$ cat src/rtl/cfl_pkg.sv
`default_nettype none
package cfl_pkg;

  localparam int DATA_W = 32;
  localparam int FRAC_W = 16;

  // largest positive Q16.16 value and the clamp on the squared sound speed
  localparam logic [30:0] QMAX   = 31'h7fff_ffff;
  localparam logic [46:0] C2_MAX = 47'h7fff_ffff_ffff;
  localparam logic [20:0] ONE_Q  = 21'd65536;

  // divider / root unit sizes
  localparam int DS_NUM_W  = 64;
  localparam int DS_DEN_W  = 33;
  localparam int DS_QUO_W  = 50;
  localparam int DS_REM_W  = 36;
  localparam int DS_CNT_W  = 6;
  localparam logic [DS_CNT_W-1:0] DIV_STEPS  = 6'd50;
  localparam logic [DS_CNT_W-1:0] SQRT_STEPS = 6'd32;

  typedef enum logic [2:0] {
    REG_GAS_GAMMA      = 3'd0,
    REG_DENSITY_FLOOR  = 3'd1,
    REG_PRESSURE_FLOOR = 3'd2,
    REG_CELL_WIDTH_X   = 3'd3,
    REG_CELL_WIDTH_Y   = 3'd4,
    REG_CELL_WIDTH_Z   = 3'd5,
    REG_CFL_NUMBER     = 3'd6
  } cfg_idx_t;

  typedef struct packed {
    logic start;
    logic sqrt_mode;
  } ds_ctl_t;

  typedef struct packed {
    logic busy;
    logic done;
  } ds_sts_t;

endpackage
`default_nettype wire

$ cat src/rtl/cfl_divsqrt.sv
`default_nettype none
module cfl_divsqrt
  import cfl_pkg::*;
(
  input  wire logic                clk,
  input  wire logic                rst_n,
  input  wire ds_ctl_t             ctl,
  input  wire logic [DS_NUM_W-1:0] opa,
  input  wire logic [DS_DEN_W-1:0] opb,
  output ds_sts_t                  sts,
  output logic [DS_QUO_W-1:0]      quo
);

  logic [DS_NUM_W-1:0] num_r;
  logic [DS_DEN_W-1:0] den_r;
  logic [DS_REM_W-1:0] rem_r;
  logic [DS_QUO_W-1:0] quo_r;
  logic [DS_CNT_W-1:0] cnt_r;
  logic                busy_r;
  logic                done_r;
  logic                sqrt_r;

  logic [DS_REM_W-1:0] shifted;
  logic [DS_REM_W-1:0] trial;
  logic [DS_REM_W-1:0] diff;
  logic                ge;
  logic                last_step;

  // one restoring step: one quotient bit, or one root bit from two radicand bits
  always_comb begin
    if (sqrt_r) begin
      shifted = {rem_r[DS_REM_W-3:0], num_r[DS_NUM_W-1 -: 2]};
      trial   = {2'b00, quo_r[31:0], 2'b01};
    end else begin
      shifted = {rem_r[DS_REM_W-2:0], num_r[DS_QUO_W-1]};
      trial   = {{(DS_REM_W-DS_DEN_W){1'b0}}, den_r};
    end
    diff      = shifted - trial;
    ge        = (shifted >= trial);
    last_step = (cnt_r == ((sqrt_r ? SQRT_STEPS : DIV_STEPS) - 6'd1));
  end

  always_ff @(posedge clk) begin
    if (!rst_n) begin
      busy_r <= 1'b0;
      done_r <= 1'b0;
    end else begin
      done_r <= 1'b0;
      if (ctl.start) begin
        busy_r <= 1'b1;
      end else if (busy_r && last_step) begin
        busy_r <= 1'b0;
        done_r <= 1'b1;
      end
    end
  end

  always_ff @(posedge clk) begin
    if (ctl.start) begin
      num_r  <= opa;
      den_r  <= opb;
      rem_r  <= '0;
      quo_r  <= '0;
      cnt_r  <= '0;
      sqrt_r <= ctl.sqrt_mode;
    end else if (busy_r) begin
      rem_r <= ge ? diff : shifted;
      quo_r <= {quo_r[DS_QUO_W-2:0], ge};
      num_r <= sqrt_r ? {num_r[DS_NUM_W-3:0], 2'b00} : {num_r[DS_NUM_W-2:0], 1'b0};
      cnt_r <= cnt_r + 6'd1;
    end
  end

  assign sts.busy = busy_r;
  assign sts.done = done_r;
  assign quo      = quo_r;

endmodule
`default_nettype wire

$ cat config.mk
export PLATFORM = sky130hd
export DESIGN_NAME = cfl_divsqrt
export DESIGN_NICKNAME = d
export VERILOG_FILES = /design/src/rtl/cfl_pkg.sv /design/src/rtl/cfl_divsqrt.sv
export SDC_FILE = /design/constraint.sdc
export NUM_CORES = 1
export LEC_CHECK = 0
export ABC_AREA = 1
export BUFFER_PORTS_ARGS = -buffer_cell sky130_fd_sc_hd__buf_2
export CAP_MARGIN = 0
export CORE_MARGIN = 3
export CORE_UTILIZATION = 45
export DETAILED_ROUTE_END_ITERATION = 8
export PLACE_DENSITY_LB_ADDON = 0.05
export SYNTH_ARGS = -nofsm -noshare
export SYNTH_HDL_FRONTEND = slang
export SYNTH_SLANG_ARGS = --single-unit
$ cat constraint.sdc
create_clock -name clk -period 3.5 [get_ports clk]
set_input_delay 0.35 -clock clk [delete_from_list [all_inputs] [get_ports clk]]
set_output_delay 0.35 -clock clk [all_outputs]
set_load 0.005 [all_outputs]
# Yosys cells after proc, flatten, opt, wreduce, memory -nomap -nowiden
# Index checks and enable logic that the tools add are counted.
# Widths: inputs -> output; s select.
[totals]
ff_bits = 191
in_bits = 101
out_inout_bits = 52
elab_cells = 28
[classes]
add_sub_neg = 3
order_cmp = 1
n_eq_ne = 1
n_mux = 10
n_bitwise = 1
n_reduce_logical = 4
[ops]
columns = ["operator", "count"]
rows = [
  ["$mux 64", 3],
  ["$ge 36x34->1", 1],
  ["$mux 36", 1],
  ["$mux 35", 1],
  ["$sub 35x34->35", 1],
  ["$mux 34", 1],
  ["$add 6x1->6 const B", 1],
  ["$eq 6x6->1", 1],
  ["$sub 6x1->6 const B", 1],
  ["$mux 5", 1],
  ["$reduce_bool 2->1", 2],
  ["$mux 1", 3],
  ["$reduce_or 2->1", 1],
  ["$logic_and 1x1->1", 1],
  ["$not 1->1", 1],
]

# Longest topological paths before layout
[logic_depth]
word_depth = 6
ltp_mapped = 21
mapped_depth_nobuf = 20

# Least setup slack after synthesis
# No wires, ideal clock.
[synth_timing]
path_type = "register to register"
startpoint = "register busy_r"
endpoint = "register num_r[0] (enable)"
setup_time_ns = 0.454
arrival_time_ns = 2.624
t_required_ns = 3.046
path_slack_ns = 0.422
stages_incl_launch_ff = 5
path_buffers = 2
period_less_slack_ns = 3.078
path_cell_list = "dfxtp_1 > clkbuf_1 > nor2_1 > inv_2 > clkbuf_1"
[synth_via]
elab_chain_cells = 1
[synth_lines]
columns = ["item", "line_no", "text"]
rows = [
  ["start: declaration", "cfl_divsqrt.sv:19", "logic busy_r;"],
  ["start signal: assignment", "cfl_divsqrt.sv:45", "busy_r <= 1'b0;"],
  ["start signal: assignment", "cfl_divsqrt.sv:50", "busy_r <= 1'b1;"],
  ["start signal: assignment", "cfl_divsqrt.sv:52", "busy_r <= 1'b0;"],
  ["$reduce_bool 2->1 (no source line)", "--", ""],
  ["end signal: assignment", "cfl_divsqrt.sv:60", "num_r <= opa;"],
  ["end signal: assignment", "cfl_divsqrt.sv:69", "num_r <= sqrt_r ? {num_r[DS_NUM_W-3:0], 2'b00} : {num_r[DS_NUM_W-2:0], 1'b0};"],
  ["end: declaration", "cfl_divsqrt.sv:14", "logic [DS_NUM_W-1:0] num_r;"],
]
# No other way between the ends.
# A chain may end at the register's enable or synchronous reset.

# Worst setup path after layout
[layout_timing]
startpoint = "register sqrt_r"
endpoint = "register quo_r[0] (netlist: quo[0])"
[layout_via]
elab_chain_cells = 2
elab_cells_between_ends = 3
cone_classes = "order compare (1); mux (2)"
[layout_lines]
columns = ["item", "line_no", "text"]
rows = [
  ["start: declaration", "cfl_divsqrt.sv:21", "logic sqrt_r;"],
  ["start signal: assignment", "cfl_divsqrt.sv:65", "sqrt_r <= ctl.sqrt_mode;"],
  ["$mux 36 or $mux 34 (tied branches)", "cfl_divsqrt.sv:31", "if (sqrt_r) begin"],
  ["$ge 36x34->1 (*)", "cfl_divsqrt.sv:39", "ge = (shifted >= trial);"],
  ["end signal: assignment", "cfl_divsqrt.sv:68", "quo_r <= {quo_r[DS_QUO_W-2:0], ge};"],
  ["end: declaration", "cfl_divsqrt.sv:17", "logic [DS_QUO_W-1:0] quo_r;"],
]
# Every way passes the cells marked *; elsewhere a longest branch is shown, timed or not.

==> results_dict.tcl <==
set metrics [dict create \
    status "complete, no violations" \
    ys_ff_latch 191 \
    stdcell_area_um2 12900 \
    ys_seq_area_share_pct 42.7 \
    fin_util_pct 52.9 \
    ant_nets 0 \
    slew_headroom_pct 33.6 \
    cpPeakStageDelay_ns 0.44 \
    final_layout_size_suffix_gt1_share_pct 15.1 \
    p_per_area_nw_per_um2 664 \
    gp_congestion 0.947 \
    grt_first_pass_wirelength_mm 50.5 \
    yosysWarnings 0 \
    worstPathCellList "inv_2 > o21ai_0 > inv_1 > ha_1 > inv_1 > fa_1 > nand3_1 > nand3_1 > nand3_1 > nand3b_1 > nand2_1 > nand2_2 > nand2_4 > nand2_4 > nand2_1 > o21ai_0" \
    swShare_pct 43.0 \
    p_int_mw 4.90 \
    crit_path_top_delay_cell "edfxtp_1" \
    max_cap_viol_count 0 \
    endpoint_kind "flop" \
    cp.required_ns 3.79 \
    die_h_um 164 \
    num-fill-cells 2443 \
    cts_buffer_depth 2 \
    synthTopCellsByCount "nand2_1 (536), inv_1 (197), a21oi_1 (147)" \
    synth_top_area_share_pct 26.2 \
    hp-class "primary input to flop" \
    finalSetupViolations 0 \
    grt_pass1_vias 9789 \
    synth_area_per_cell_um2 7.14 \
    grt_max_degree 91 \
    synth.area.top_cells "edfxtp_1 (26%), nand2_1 (18%), dfxtp_1 (17%)" \
    cts_buffers 17 \
    ys.flop_type "edfxtp_1" \
    initial_core_util_pct 46.0 \
    switching_power_mw 3.70 \
    crit_path_frequent_cell "nand3_1" \
    rsz0062_at_grt "no" \
    route.detailed.drc 0 \
    post-cts-setup-buffer-count 0 \
    wl_per_cell_um 15.5 \
    hpwl_mm 22.8 \
    core_area_um2 24500 \
    syn_to_final_growth_pct 15.2 \
    pwr-share-seq_pct 32.5 \
    cts_tree "done" \
    layout.nets 1837 \
    max_clock_freq_mhz 310 \
    synth_top_area_cell "edfxtp_1" \
    tightestPinTransition_ns 0.996 \
    finalSetupTns_ns 0 \
    skew_ns 0.0200 \
    viasPerCell 5.15 \
    dp.cells 2005 \
    track_usage_pct 23.5 \
    clkPwrFrac_pct 24.8 \
    vias 10500 \
    crit_type "flop to flop" \
    synth_most_common_cell "nand2_1" \
    critPathTopFamily "simple AND/OR/NAND/NOR gates" \
    final_cells 2037 \
    cp_max_fo 15 \
    clk_latency_ns 0.45 \
    fin_crit_sh_pct 92.2 \
    antenna_found_initial 0 \
    arrival_ns 3.52 \
    wl_mm 31.6 \
    place_ws_ns 0.268 \
    finalPower_mw 8.59 \
    holdBufCountCts 0 \
    syn_area_um2 11200 \
    first_iter_violations 948 \
    maxSlewViolCount 0 \
    ir_worst_vdd_mv 0.482 \
    hold_viol 0 \
    num_io_pins 153 \
    synth-edff-count 98 \
    p_leak_nw 6.30 \
    rows 57 \
    crit_buf_inv 3 \
    p_comb_share_pct 42.7 \
    synth_nets 1712 \
    clock_sink_count 191 \
    synthCells 1575 \
    dr.pass1.iters 7 \
    synth_cell_type_count 40 \
    grt_overflow 0 \
    timing.final.ws_setup_ns 0.274 \
    placed_cell_area_um2 12300 \
    fin_crit_ns 3.23 \
    die_w_um 164 \
    holdWs_ns 0.0718 \
    cts-resized-gates 0 \
    clock-root-buffer "clkbuf_16" \
    crit_path_start_kind "flop" \
    ys_async_sr_fraction_pct 0 \
    port_buffers 152 \
    dieArea_um2 26900 \
    diodes 0 \
    htreeDepth 4 \
    clk_pin_slew_ns 0.09 \
]
placed cells by master, fill, tap and decap left out, types with 18 or more instances in the layout:
cell type,count
inv_1,196
a21oi_1,147
edfxtp_1,98
o21ai_0,73
buf_2,151
clkbuf_16,18
nand2_1,535
o22ai_1,48
buf_4,24
dfxtp_1,93
nand3_2,20
nor2_1,118
ha_1,35
nand3_1,64
layer usage:
| layer | share of wire [%] | vias to the layer above | GRT usage [%] |
|---|---|---|---|
| li1 | - | 5341 | - |
| met1 | 49 | 4798 | 34.8 |
| met2 | 42 | 318 | 34.0 |
| met3 | 7.8 | 33 | 6.25 |
| met4 | 1.4 | 0 | 5.46 |
| met5 | 0 | - | 0 |
power by group through the flow:
stage	Clock [mW]	Sequential, mW	Combinational [mW]
after CTS	2.18	2.79	3.63
after global placement	0	2.83	3.62
after global routing	2.27	2.82	4.14
after detailed placement	0	2.83	3.61
after floorplan	0	2.79	2.71
final	2.13	2.79	3.67
layout make-up:
class | instances | area (um^2) | share of cell area (%)
Clock buffer | 18 | 450 | 3.48
Clock inverter | 14 | 206 | 1.59
Inverter | 203 | 764 | 5.90
Multi-Input combinational cell | 1110 | 5350 | 41.3
Sequential cell | 191 | 4800 | 37.1
Tap cell | 324 | 405 | 3.13
Timing Repair Buffer | 177 | 967 | 7.47
cells by family after synthesis:
kind of cell	Yosys count	share of synthesized area (%)
simple gates	781	29.1
flops	191	42.7
compound gates	278	13.1
buf+inv	274	9.79
xor+xnor	15	1.17
fa+ha+maj	36	4.07
worst reg2reg max path: stages, from the launching register on:
cell and delay [ns]:
edfxtp_1 0.44, inv_2 0.26, o21ai_0 0.24, inv_1 0.10
ha_1 0.14, inv_1 0.07, fa_1 0.39, nand3_1 0.09
nand3_1 0.15, nand3_1 0.12, nand3b_1 0.17, nand2_1 0.15
nand2_2 0.09, nand2_4 0.09, nand2_4 0.11, nand2_1 0.26
o21ai_0 0.19
final timing paths:
kind,startpoint,depth (start not counted),end,slack [ns]
worst max register to register,sqrt_r$_DFFE_PP_,16,quo[0]$_SDFFE_PP0P_,0.27
worst max-delay path,sqrt_r$_DFFE_PP_,16,quo[0]$_SDFFE_PP0P_,0.27
worst min-delay path,opb[7],1,den_r[7]$_DFFE_PP_,0.07
worst min register to register,rem_r[30]$_SDFFE_PP0P_,2,rem_r[30]$_SDFFE_PP0P_,0.45
state kept, by name, indices dropped and copies added (netlist names):
name,flops
sqrt_r,1
cnt_r,6
den_r,33
quo,50
done_r,1
busy_r,1
num_r,64
rem_r,35
(Power assumes the default switching activity.)
